File: config.mk
export PLATFORM = sky130hd
export DESIGN_NAME = color_ramp_interpolator
export DESIGN_NICKNAME = d
export VERILOG_FILES = /design/src/hdl/cri_pkg.sv /design/src/hdl/cri_ctrl.sv /design/src/hdl/cri_dp.sv /design/src/hdl/color_ramp_interpolator.sv
export SDC_FILE = /design/constraint.sdc
export NUM_CORES = 2
export LEC_CHECK = 0
export BUFFER_PORTS_ARGS = -buffer_cell sky130_fd_sc_hd__buf_2
export CORE_MARGIN = 2
export CORE_UTILIZATION = 50
export CTS_BUF_LIST = sky130_fd_sc_hd__clkbuf_16
export DETAILED_ROUTE_END_ITERATION = 7
export PLACE_DENSITY = 0.72
export REMOVE_ABC_BUFFERS = 1
export SLEW_MARGIN = 20
export SYNTH_ARGS = -nofsm -noshare
export SYNTH_HDL_FRONTEND = slang
export SYNTH_SLANG_ARGS = --single-unit
File: constraint.sdc
create_clock -name i_clk -period 16.5 [get_ports i_clk]
set_input_delay 1.65 -clock i_clk [delete_from_list [all_inputs] [get_ports i_clk]]
set_output_delay 1.65 -clock i_clk [all_outputs]
set_load 0.005 [all_outputs]
File: src/hdl/cri_pkg.sv
// Shared constants, codes and control types for the color ramp interpolator.
`timescale 1ns / 1ps
`default_nettype none
package cri_pkg;

    localparam int DEPTH   = 16;
    localparam int AW      = $clog2(DEPTH);
    localparam int CW      = AW + 1;
    localparam int FB      = 16;
    localparam int CH_W    = 16;
    localparam int CRD_W   = FB + 1;
    localparam int COLOR_W = 4 * CH_W;
    localparam int PROD_W  = CRD_W + CW;
    localparam int REM_W   = CRD_W + 1;
    localparam int BPROD_W = 2 * CRD_W + 1;
    localparam logic [CRD_W-1:0] ONE = CRD_W'(1) << FB;

    typedef enum logic [2:0] {
        MODE_CLEAR      = 3'd0,
        MODE_SET        = 3'd1,
        MODE_APPEND     = 3'd2,
        MODE_APPEND_POS = 3'd3,
        MODE_NEAREST    = 3'd4,
        MODE_LINEAR     = 3'd5
    } t_mode;

    typedef enum logic [1:0] {
        ST_OK    = 2'd0,
        ST_RANGE = 2'd1,
        ST_FULL  = 2'd2
    } t_status;

    typedef enum logic [3:0] {
        S_IDLE, S_EXEC, S_MUL, S_IDX, S_POS0, S_POS1, S_SCAN, S_DIV,
        S_RDA, S_RDB, S_RDC, S_BMUL, S_BADD, S_FINISH
    } t_state;

    typedef struct packed {
        logic load;
        logic exec;
        logic mul;
        logic idx;
        logic pos0;
        logic pos1;
        logic scan;
        logic div;
        logic rda;
        logic rdb;
        logic rdc;
        logic bmul;
        logic badd;
        logic out_load;
    } t_cmd;

    typedef struct packed {
        t_mode mode;
        logic  empty;
        logic  pos_mode;
        logic  single;
        logic  hit;
        logic  scan_last;
        logic  div_last;
        logic  blend_last;
        logic  out_free;
    } t_sts;

endpackage
`default_nettype wire

File: src/hdl/cri_ctrl.sv
// Command sequencer for the color ramp interpolator.
`timescale 1ns / 1ps
`default_nettype none
module cri_ctrl
    import cri_pkg::*;
(
    input  wire  i_clk,
    input  wire  i_rst_n,
    input  wire  i_in_valid,
    output logic o_in_stall,
    input  t_sts i_sts,
    output t_cmd o_cmd
);

    t_state r_state, n_state;

    always_ff @(posedge i_clk) begin
        if (!i_rst_n) begin
            r_state <= S_IDLE;
        end else begin
            r_state <= n_state;
        end
    end

    always_comb begin
        n_state = r_state;
        unique case (r_state)
            S_IDLE: if (i_in_valid) n_state = S_EXEC;
            S_EXEC: begin
                if (i_sts.mode == MODE_NEAREST) begin
                    n_state = i_sts.empty ? S_FINISH : S_MUL;
                end else if (i_sts.mode == MODE_LINEAR) begin
                    if (i_sts.empty) n_state = S_FINISH;
                    else if (i_sts.pos_mode) n_state = i_sts.single ? S_FINISH : S_POS0;
                    else n_state = S_MUL;
                end else begin
                    n_state = S_FINISH;
                end
            end
            S_MUL:  n_state = S_IDX;
            S_IDX:  n_state = S_RDA;
            S_POS0: n_state = S_POS1;
            S_POS1: n_state = S_SCAN;
            S_SCAN: begin
                if (i_sts.hit) n_state = S_DIV;
                else if (i_sts.scan_last) n_state = S_FINISH;
            end
            S_DIV:  if (i_sts.div_last) n_state = S_RDA;
            S_RDA:  n_state = S_RDB;
            S_RDB:  n_state = S_RDC;
            S_RDC:  n_state = S_BMUL;
            S_BMUL: n_state = S_BADD;
            S_BADD: n_state = i_sts.blend_last ? S_FINISH : S_BMUL;
            S_FINISH: if (i_sts.out_free) n_state = S_IDLE;
            default: n_state = S_IDLE;
        endcase
    end

    always_comb begin
        o_cmd = '0;
        o_in_stall = 1'b1;
        unique case (r_state)
            S_IDLE: begin
                o_in_stall = 1'b0;
                o_cmd.load = i_in_valid;
            end
            S_EXEC:   o_cmd.exec = 1'b1;
            S_MUL:    o_cmd.mul = 1'b1;
            S_IDX:    o_cmd.idx = 1'b1;
            S_POS0:   o_cmd.pos0 = 1'b1;
            S_POS1:   o_cmd.pos1 = 1'b1;
            S_SCAN:   o_cmd.scan = 1'b1;
            S_DIV:    o_cmd.div = 1'b1;
            S_RDA:    o_cmd.rda = 1'b1;
            S_RDB:    o_cmd.rdb = 1'b1;
            S_RDC:    o_cmd.rdc = 1'b1;
            S_BMUL:   o_cmd.bmul = 1'b1;
            S_BADD:   o_cmd.badd = 1'b1;
            S_FINISH: o_cmd.out_load = i_sts.out_free;
            default:  o_cmd = '0;
        endcase
    end

endmodule
`default_nettype wire

File: src/hdl/cri_dp.sv
// Datapath: palette stores, counters, span search, divider, blender, output word.
`timescale 1ns / 1ps
`default_nettype none
module cri_dp
    import cri_pkg::*;
(
    input  wire               i_clk,
    input  wire               i_rst_n,
    input  t_cmd              i_cmd,
    output t_sts              o_sts,
    input  wire  [2:0]        i_mode,
    input  wire  [7:0]        i_index,
    input  wire  [CH_W-1:0]   i_red_in,
    input  wire  [CH_W-1:0]   i_green_in,
    input  wire  [CH_W-1:0]   i_blue_in,
    input  wire  [CH_W-1:0]   i_alpha_in,
    input  wire  [CRD_W-1:0]  i_coordinate,
    output logic              o_out_valid,
    input  wire               i_out_stall,
    output logic [CH_W-1:0]   o_red_out,
    output logic [CH_W-1:0]   o_green_out,
    output logic [CH_W-1:0]   o_blue_out,
    output logic [CH_W-1:0]   o_alpha_out,
    output logic [1:0]        o_status,
    output logic [CW-1:0]     o_entry_count,
    output logic              o_has_positions
);

    logic [COLOR_W-1:0] r_cmem [DEPTH];
    logic [CRD_W-1:0]   r_pmem [DEPTH];
    logic [DEPTH-1:0]   r_cvalid;
    logic [CW-1:0]      r_cc, r_pc;

    t_mode              r_mode;
    logic [7:0]         r_idx;
    logic [COLOR_W-1:0] r_color;
    logic [CRD_W-1:0]   r_coord, r_t;
    t_status            r_stat;

    logic [PROD_W-1:0]  r_prod;
    logic [AW-1:0]      r_lo, r_hi;
    logic [CRD_W-1:0]   r_f;
    logic [CW-1:0]      r_i;
    logic [CRD_W-1:0]   r_pa, r_pdata;
    logic [REM_W-1:0]   r_rem;
    logic [CRD_W-1:0]   r_div;
    logic [FB-1:0]      r_q;
    logic [CW-1:0]      r_dcnt;
    logic [COLOR_W-1:0] r_crdata, r_ca, r_cb, r_res;
    logic               r_crvalid;
    logic [1:0]         r_k;
    logic signed [BPROD_W-1:0] r_bprod;

    logic [COLOR_W-1:0] r_out_color;
    t_status            r_out_stat;
    logic [CW-1:0]      r_out_cc;
    logic               r_out_hp;
    logic               r_out_valid;

    // color store write port and store read addresses
    logic               c_we;
    logic [AW-1:0]      c_waddr;
    logic [AW-1:0]      c_raddr, p_raddr;

    logic               set_ok, app_full, hit;
    logic [CW-1:0]      mult, nidx, nn, ul;
    logic [REM_W-1:0]   rem_sub;
    logic               rem_ge;
    logic [CH_W-1:0]    ca_k, cb_k;
    logic signed [CRD_W-1:0] d_k;
    logic [COLOR_W-1:0] crd;

    assign set_ok   = r_idx < {3'b000, r_cc};
    assign app_full = (r_cc >= CW'(DEPTH)) || (r_pc >= CW'(DEPTH));
    assign hit      = (r_pa != r_pdata) && (r_t >= r_pa) && (r_t <= r_pdata);
    assign mult     = (r_mode == MODE_NEAREST) ? r_cc : r_cc - 1'b1;
    assign nidx     = r_prod[FB +: CW];
    assign nn       = r_cc - 1'b1;
    assign ul       = r_prod[FB +: CW];
    assign rem_ge   = r_rem >= {1'b0, r_div};
    assign rem_sub  = rem_ge ? r_rem - {1'b0, r_div} : r_rem;
    assign ca_k     = r_ca[r_k * CH_W +: CH_W];
    assign cb_k     = r_cb[r_k * CH_W +: CH_W];
    assign d_k      = $signed({1'b0, cb_k}) - $signed({1'b0, ca_k});
    assign crd      = r_crvalid ? r_crdata : '0;

    always_comb begin
        c_we = 1'b0;
        c_waddr = r_idx[AW-1:0];
        if (i_cmd.exec) begin
            if (r_mode == MODE_SET) begin
                c_we = set_ok;
            end else if (r_mode == MODE_APPEND || r_mode == MODE_APPEND_POS) begin
                c_we = !app_full;
                c_waddr = r_cc[AW-1:0];
            end
        end
    end

    always_comb begin
        c_raddr = i_cmd.rdb ? r_hi : r_lo;
        p_raddr = i_cmd.pos0 ? '0 : AW'(r_i + 1'b1);
    end

    always_ff @(posedge i_clk) begin
        if (c_we) r_cmem[c_waddr] <= r_color;
        if (i_cmd.exec && r_mode == MODE_APPEND_POS && !app_full) begin
            r_pmem[r_pc[AW-1:0]] <= r_coord;
        end
        r_crdata  <= r_cmem[c_raddr];
        r_crvalid <= r_cvalid[c_raddr];
        r_pdata   <= r_pmem[p_raddr];
    end

    always_ff @(posedge i_clk) begin
        if (!i_rst_n) begin
            r_cvalid <= '0;
            r_cc <= '0;
            r_pc <= '0;
        end else begin
            if (c_we) r_cvalid[c_waddr] <= 1'b1;
            if (i_cmd.exec) begin
                unique case (r_mode)
                    MODE_CLEAR: begin
                        r_cvalid <= '0;
                        r_cc <= (r_idx > 8'(DEPTH)) ? CW'(DEPTH) : r_idx[CW-1:0];
                        r_pc <= '0;
                    end
                    MODE_APPEND, MODE_APPEND_POS: begin
                        if (!app_full) begin
                            r_cc <= r_cc + 1'b1;
                            if (r_mode == MODE_APPEND_POS) r_pc <= r_pc + 1'b1;
                        end
                    end
                    default: ;
                endcase
            end
        end
    end

    always_ff @(posedge i_clk) begin
        if (i_cmd.load) begin
            r_mode  <= t_mode'(i_mode);
            r_idx   <= i_index;
            r_color <= {i_alpha_in, i_blue_in, i_green_in, i_red_in};
            r_coord <= i_coordinate;
            r_t     <= (i_coordinate > ONE) ? ONE : i_coordinate;
            r_stat  <= ST_OK;
            r_res   <= '0;
        end
        if (i_cmd.exec) begin
            unique case (r_mode)
                MODE_CLEAR: if (r_idx > 8'(DEPTH)) r_stat <= ST_FULL;
                MODE_SET: if (!set_ok) r_stat <= ST_RANGE;
                MODE_APPEND, MODE_APPEND_POS: if (app_full) r_stat <= ST_FULL;
                MODE_NEAREST: if (r_cc == '0) r_stat <= ST_RANGE;
                MODE_LINEAR: begin
                    if (r_cc == '0 || (o_sts.pos_mode && r_cc == CW'(1))) r_stat <= ST_RANGE;
                end
                default: ;
            endcase
        end
        if (i_cmd.mul) r_prod <= PROD_W'(r_t) * PROD_W'(mult);
        if (i_cmd.idx) begin
            if (r_mode == MODE_NEAREST) begin
                r_lo <= (nidx >= r_cc) ? nn[AW-1:0] : nidx[AW-1:0];
                r_hi <= (nidx >= r_cc) ? nn[AW-1:0] : nidx[AW-1:0];
                r_f  <= '0;
            end else begin
                r_lo <= ul[AW-1:0];
                r_hi <= (ul == nn) ? ul[AW-1:0] : AW'(ul + 1'b1);
                r_f  <= {1'b0, r_prod[FB-1:0]};
            end
        end
        if (i_cmd.pos0) r_i <= '0;
        if (i_cmd.pos1) begin
            r_pa <= r_pdata;
            r_i  <= CW'(1);
        end
        if (i_cmd.scan) begin
            if (hit) begin
                r_lo   <= AW'(r_i - 1'b1);
                r_hi   <= r_i[AW-1:0];
                r_rem  <= {1'b0, r_t - r_pa};
                r_div  <= r_pdata - r_pa;
                r_q    <= '0;
                r_dcnt <= '0;
            end else begin
                r_pa <= r_pdata;
                r_i  <= r_i + 1'b1;
                if (o_sts.scan_last) r_stat <= ST_RANGE;
            end
        end
        if (i_cmd.div) begin
            r_q    <= {r_q[FB-2:0], rem_ge};
            r_rem  <= {rem_sub[REM_W-2:0], 1'b0};
            r_dcnt <= r_dcnt + 1'b1;
            if (o_sts.div_last) r_f <= {r_q, rem_ge};
        end
        if (i_cmd.rdb) r_ca <= crd;
        if (i_cmd.rdc) begin
            r_cb <= crd;
            r_k  <= '0;
        end
        if (i_cmd.bmul) r_bprod <= d_k * $signed({1'b0, r_f});
        if (i_cmd.badd) begin
            r_res[r_k * CH_W +: CH_W] <= ca_k + r_bprod[FB +: CH_W];
            r_k <= r_k + 1'b1;
        end
        if (i_cmd.out_load) begin
            r_out_color <= r_res;
            r_out_stat  <= r_stat;
            r_out_cc    <= r_cc;
            r_out_hp    <= r_pc != '0;
        end
    end

    always_ff @(posedge i_clk) begin
        if (!i_rst_n) begin
            r_out_valid <= 1'b0;
        end else if (i_cmd.out_load) begin
            r_out_valid <= 1'b1;
        end else if (!i_out_stall) begin
            r_out_valid <= 1'b0;
        end
    end

    always_comb begin
        o_sts.mode       = r_mode;
        o_sts.empty      = r_cc == '0;
        o_sts.pos_mode   = (r_pc != '0) && (r_pc == r_cc);
        o_sts.single     = r_cc == CW'(1);
        o_sts.hit        = hit;
        o_sts.scan_last  = (r_i + 1'b1) >= r_cc;
        o_sts.div_last   = r_dcnt == CW'(FB);
        o_sts.blend_last = r_k == 2'd3;
        o_sts.out_free   = !r_out_valid || !i_out_stall;
    end

    assign o_out_valid     = r_out_valid;
    assign o_red_out       = r_out_color[0 +: CH_W];
    assign o_green_out     = r_out_color[CH_W +: CH_W];
    assign o_blue_out      = r_out_color[2*CH_W +: CH_W];
    assign o_alpha_out     = r_out_color[3*CH_W +: CH_W];
    assign o_status        = r_out_stat;
    assign o_entry_count   = r_out_cc;
    assign o_has_positions = r_out_hp;

    a_pc_le_cc: assert property (@(posedge i_clk) disable iff (!i_rst_n) r_pc <= r_cc)
        else $error("position count above color count");
    a_cc_max: assert property (@(posedge i_clk) disable iff (!i_rst_n) r_cc <= CW'(DEPTH))
        else $error("color count above depth");
    a_f_max: assert property (@(posedge i_clk) disable iff (!i_rst_n)
        i_cmd.div && o_sts.div_last |=> r_f <= ONE)
        else $error("span fraction above one");

endmodule
`default_nettype wire

File: src/hdl/color_ramp_interpolator.sv
// Top level of the color ramp interpolator: sequencer plus datapath.
//
//  channel   direction  handshake                 word
//  in        input      i_in_valid / o_in_stall   mode, index, rgba, coordinate
//  out       output     o_out_valid / i_out_stall rgba, status, count, positions
//
// Commands pass through load, execute and finish; nearest and uniform linear lookups
// add multiply, index, three reads and a four-channel blend. Positioned linear lookups
// replace multiply and index by a one-span-per-cycle position scan and a bit-serial divider.
// Reset (i_rst_n low, synchronous) empties the palette and the output word.
// A new word is taken while the previous result still waits under i_out_stall.
`timescale 1ns / 1ps
`default_nettype none
module color_ramp_interpolator
    import cri_pkg::*;
(
    input  wire               i_clk,
    input  wire               i_rst_n,
    input  wire               i_in_valid,
    output logic              o_in_stall,
    input  wire  [2:0]        i_mode,
    input  wire  [7:0]        i_index,
    input  wire  [CH_W-1:0]   i_red_in,
    input  wire  [CH_W-1:0]   i_green_in,
    input  wire  [CH_W-1:0]   i_blue_in,
    input  wire  [CH_W-1:0]   i_alpha_in,
    input  wire  [CRD_W-1:0]  i_coordinate,
    output logic              o_out_valid,
    input  wire               i_out_stall,
    output logic [CH_W-1:0]   o_red_out,
    output logic [CH_W-1:0]   o_green_out,
    output logic [CH_W-1:0]   o_blue_out,
    output logic [CH_W-1:0]   o_alpha_out,
    output logic [1:0]        o_status,
    output logic [CW-1:0]     o_entry_count,
    output logic              o_has_positions
);

    t_cmd cmd;
    t_sts sts;

    cri_ctrl u_ctrl (
        .i_clk      (i_clk),
        .i_rst_n    (i_rst_n),
        .i_in_valid (i_in_valid),
        .o_in_stall (o_in_stall),
        .i_sts      (sts),
        .o_cmd      (cmd)
    );

    cri_dp u_dp (
        .i_clk           (i_clk),
        .i_rst_n         (i_rst_n),
        .i_cmd           (cmd),
        .o_sts           (sts),
        .i_mode          (i_mode),
        .i_index         (i_index),
        .i_red_in        (i_red_in),
        .i_green_in      (i_green_in),
        .i_blue_in       (i_blue_in),
        .i_alpha_in      (i_alpha_in),
        .i_coordinate    (i_coordinate),
        .o_out_valid     (o_out_valid),
        .i_out_stall     (i_out_stall),
        .o_red_out       (o_red_out),
        .o_green_out     (o_green_out),
        .o_blue_out      (o_blue_out),
        .o_alpha_out     (o_alpha_out),
        .o_status        (o_status),
        .o_entry_count   (o_entry_count),
        .o_has_positions (o_has_positions)
    );

endmodule
`default_nettype wire

* Yosys cells after proc, flatten, opt, wreduce, memory -nomap -nowiden
Memories as Yosys holds them, arrays and structs flattened. A register that Yosys moved wholly into a read port is not among the register bits. Index checks and enable logic that the tools add are counted.
Storage, ports and cells: register bits 565, bits in writable memories 1296, memories kept 2, input port bits 96
Memory list:
- u_dp.r_cmem | depth 16, width 64, rd ports 1, clocked after Yosys merged registers in 1, write ports 1, line cri_dp.sv:29 | logic [COLOR_W-1:0] r_cmem [DEPTH];
- u_dp.r_pmem | depth 16, width 17, rd ports 1, clocked after Yosys merged registers in 1, write ports 1, line cri_dp.sv:30 | logic [CRD_W-1:0] r_pmem [DEPTH];
Operators by class: mux-type cells 103, add/subtract/negate cells 14, eq/ne operators 31, reductions and logical operators 28, bitwise gates (word level) 1, shift-type cells 4, multipliers 2, $lt $le $gt $ge 13
Operators with widths (number):
- 64-bit 2-to-1 mux | 3
- 64-bit by 7-bit indexed part select with 16-bit output | 2
- 17-bit 2-to-1 mux | 7
- 16-bit 2-to-1 mux | 7
- 4-bit 2-to-1 mux | 26
- 64-bit bitwise mux | 1
- 16-bit by 34-bit variable shift with 64-bit output, first input constant | 1
- 16-bit by 34-bit indexed part select with 64-bit output | 1
- 5-bit 2-to-1 mux | 12
- 4-bit case mux with 14 select lines | 1
- 18-bit 2-to-1 mux | 3
- 17-bit subtractor | 3
- 6-bit negation with 34-bit output | 1
- 17-bit by 18-bit multiplier with 32-bit output | 1
- 1-bit 2-to-1 mux | 25
- 4-bit equality test, second input constant | 6
- 2-bit 2-to-1 mux | 12
- 17-bit by 5-bit multiplier with 21-bit output | 1
- 5-bit by 1-bit adder with 5-bit output, second input constant | 4
- 5-bit case mux with 2 select lines | 2
- 18-bit by 17-bit greater-or-equal comparator with 1-bit output | 1
- 17-bit greater-or-equal comparator | 1
- 17-bit greater-than comparator, second input constant | 1
- 17-bit <= comparator | 1
- other kinds (43) | 73

* Depth between registers and ports, before layout
word-level depth 13, depth in mapped cells 38, depth with buffers taken out 35

* By module
A second synthesis with hierarchy kept.
Unflattened totals: cell total of the unflattened synthesis 5735, area, all modules 87193.6 um^2
By module, submodules not included:
- cri_dp | instances 1, area each 86704.4 um^2, cells an instance 5662
- cri_ctrl | instances 1, area each 489.2 um^2, cells an instance 73

* Worst setup path before layout
OpenSTA, ideal clock, no wires.
kind register to register, from reg u_dp.r_k[0], to reg u_dp.r_bprod[31] (data pin), buffers on the path 3, data required time 16.242 ns, data arrival time 9.448 ns, cell stages (with the launch flop) 37, setup time 0.258 ns, setup slack 6.794 ns, cells stage by stage edfxtp_1 clkbuf_1 buf_1 mux4_2 inv_1 ha_1 fa_1 nor2b_1 o31a_1 o211ai_1 a21oi_1 a2111o_1 xor2_1 clkbuf_1 nand2_1 fa_1 inv_1 fa_1 inv_1 fa_1 inv_1 fa_1 fa_1 inv_1 fa_1 inv_1 ha_1 and3_1 o221ai_1 a21oi_1 a221oi_2 o21ai_2 o211a_1 o31a_1 a311oi_2 xnor3_1 xnor2_1
On the way: longest elaborated chain between the ends 3, elaborated cells on any way between the ends 4, classes of those cells add/sub: 1; mul: 1; shift: 2
Ends and longest elaborated chain:
- start: declaration | line cri_dp.sv:51 | logic [1:0] r_k;
- start signal: assignment | line cri_dp.sv:208 | r_k <= r_k + 1'b1;
- 64-bit by 7-bit indexed part select with 16-bit output, on equally long branches | line cri_dp.sv:83, cri_dp.sv:82
- 16-bit by 16-bit subtractor with 17-bit output * | line cri_dp.sv:84 | assign d_k = $signed({1'b0, cb_k}) - $signed({1'b0, ca_k});
- 17-bit by 18-bit multiplier with 32-bit output * | line cri_dp.sv:205 | if (i_cmd.bmul) r_bprod <= d_k * $signed({1'b0, r_f});
- end signal: assignment | line cri_dp.sv:205
- end: declaration | line cri_dp.sv:52 | logic signed [BPROD_W-1:0] r_bprod;
Mark *: on every way between the ends. The rest lies on a longest branch, timed or not. A chain may end at the register's enable or synchronous reset.

* Worst setup path in the final report
Same ends and word-level chain as after synthesis.

==> metrics.cfg <==
[run_status]
status = finished clean

[worst_setup_path]
path_max_fanout = 38
critPathRequiredTime_ns = 17.05
critPathSlowestCell = mux4_2
worstPathArrival_ns = 10.55
critPathKind = flip-flop to flip-flop
end_kind = flip-flop
reg2reg_slack_ns = 6.50
cp-start-kind = flip-flop
worstReg2RegEnd = u_dp.r_bprod[31]
worstReg2RegStart = u_dp.r_k[0]
slowest_delay_ns = 0.64
worst_path_most_repeated_cell = fa_1
reg2reg_depth = 35

[clocking]
cts.clk_slew.worst_paths_ns = 0.06
cts_tree = done
clockBufferDepth = 3
cts_made_buffers = 180
post_cts_resized = 0
cts_setup_buffers = 0
htree_levels = 4
cts-root-buf = clkbuf_16
hold_buffers = 0
clk_latency_ns = 0.82
cts_num_sinks = 1926

[cells_and_area]
fillCellCount = 13413
drive_above_1_share = 0.151
fin_area_um2 = 96900
syn_to_final_growth_pct = 11.3
fin_cells = 8351
finalNetCount = 6505
mostFrequentLayoutCell = edfxtp_1
final_cell_mix = edfxtp_1 (1699), inv_1 (498), nand2_1 (493)

[min_path]
min_path_type = flip-flop to flip-flop
holdPathStages = 0
hp-start = u_dp.r_res[25]
whs_endpoint = u_dp.r_out_color[25]

[sta]
period_needed_ns = 10.0
hold_violations = 0
tns_ns = 0
worst_slack_ns = 6.50
fin_crit_sh = 0.606
fmax_mhz = 100
setup_viol = 0
grt_setup_unrepaired = no
clock_skew_ns = 0.0353
maxSlewViolCount = 0
relSlewSlack = 0.272
tightestPinTransition_ns = 1.09

[place]
portBuffers = 169
placed_cells = 8013
post_dp_cell_area_um2 = 91000
dp_hpwl_mm = 121
post-place-ws_ns = 6.53
gp_congestion = 0.877

[die]
ios = 170
row_count = 153
core_area_um2 = 173000
die-area_um2 = 177000
die_w_um = 421
fp.dieH_um = 421
start_util = 0.502

[logic_synthesis]
synth_flop_cell = edfxtp_1
synthTopCellsByArea = edfxtp_1 (59%), mux4_2 (8.0%), fa_1 (6.3%), dfxtp_1 (5.2%), ha_1 (3.8%)
syn_avg_cell_area_um2 = 15.3
synth_area_um2 = 87100
seq_area_frac_synth = 0.638
syn_inst = 5672
synthDistinctLibCells = 80
yosysTopAreaCellShare = 0.586
synth-async-reset-ratio = 0
ys.warnings.count = 0
synth_edf_count = 1699
synth_top_area_cell = edfxtp_1
ys_ff_latch = 1926

[global_routing]
antenna_found_initial = 13
grt_pass1_wl_mm = 303
grt_pass1_vias = 49229
grt_max_degree = 134
grt-ovfl-total = 0
grt_usage = 0.225

[routing]
via_per_inst = 5.82
dr.pass1.iters = 6
wl_per_cell_um = 23.9
dr_total_vias = 48591
wl_mm = 200
drcViolationCount = 0
antenna_left = 0
drt-initial-drc-count = 4920

[flow_run]
cap_violations = 0

cells by family after synthesis:
kind of cell / synth area share
AO/OA/AOI/OAI: 0.0550
XOR/XNOR: 0.0124
adder cells (fa/ha/maj): 0.101
buffers and inverters: 0.0312
flip-flops: 0.638
multiplexers: 0.0922
AND/OR/NAND/NOR: 0.0701
through the flow:
stage | utilization | hold slack [ns]
6_report | 0.559 | 0.430
5_1_grt | 0.559 | 0.439
4_1_cts | 0.559 | 0.431
3_3_place_gp | 0.524 | 0.410
3_5_place_dp | 0.524 | 0.415
2_1_floorplan | - | 0.399
critical path: cells and delay by family (launching register included):
| kind | cells | cell delay, ns |
|---|---|---|
| AO/OA/AOI/OAI | 11 | 2.32 |
| adder cells (fa/ha/maj) | 9 | 3.66 |
| multiplexers | 1 | 0.64 |
| XOR/XNOR | 3 | 0.70 |
| flip-flops | 1 | 0.33 |
| buffers and inverters | 7 | 1.13 |
| AND/OR/NAND/NOR | 4 | 0.88 |
final cells by class:
type | instances | area [µm²] | share of cell area
Tap cell | 2325 | 2910 | 0.0300
Sequential cell | 1926 | 55600 | 0.574
Multi-Input combinational cell | 3034 | 29100 | 0.300
Timing Repair Buffer | 274 | 1680 | 0.0174
Inverter | 454 | 1710 | 0.0176
Clock buffer | 182 | 4550 | 0.0470
Clock inverter | 155 | 1350 | 0.0140
Antenna cell | 1 | 2.50 | 0.0000258
Yosys cell counts (5+ instances only):
library cell	count
a211oi_1	114
nand2b_1	18
a2111oi_0	7
nor2b_1	67
o21ai_0	63
nand2_1	495
buf_2	32
o21bai_1	15
mux2i_1	102
o31ai_1	7
a22o_1	62
and2_1	270
nor2_1	182
inv_1	454
a211o_1	5
nand4_1	14
a22oi_1	15
or2_2	17
a21o_1	43
clkbuf_1	209
nor3_1	52
buf_1	17
o21ai_1	5
nand3_1	48
xor2_1	42
a21oi_1	116
a31oi_1	114
o22ai_1	45
o21a_1	22
edfxtp_1	1699
dfxtp_1	227
or3_1	12
and4b_1	5
mux4_2	309
ha_1	267
a21boi_0	10
nor4_1	9
fa_1	272
o211ai_1	8
xnor2_1	79
and3_1	48
metal layers:
metal | part of all wire | GRT usage | up-vias
li1 | - | - | 21421
met1 | 0.40 | 0.301 | 24856
met2 | 0.49 | 0.376 | 1921
met3 | 0.069 | 0.0326 | 387
met4 | 0.038 | 0.0861 | 6
met5 | 0.00026 | 0 | -
flip-flops by register name, summed over array words and instances, names as in the netlist, 64 cells and up:
register and count:
u_dp.r_ca 64, u_dp.r_cb 64, u_dp.r_cmem 1024, u_dp.r_color 64, u_dp.r_crdata 64, u_dp.r_out_color 64
u_dp.r_pmem 272, u_dp.r_res 64
how the worst max path moves through the flow:
stage                     slack [ns]               end  cells after the start         startpoint
after detailed placement        6.53  u_dp.r_bprod[31]                     35        u_dp.r_k[0]
after CTS                       6.46  u_dp.r_bprod[31]                     35        u_dp.r_k[0]
after global placement          6.65  u_dp.r_bprod[31]                     35        u_dp.r_k[0]
after global routing            5.95  u_dp.r_bprod[31]                     35        u_dp.r_k[0]
final                           6.50  u_dp.r_bprod[31]                     35        u_dp.r_k[0]
after floorplan               -13.28    u_dp.r_crvalid                      7  u_ctrl.r_state[3]
Power is not shown: default switching activity piles up to over one toggle a cycle in this logic, so the estimate is an artifact.
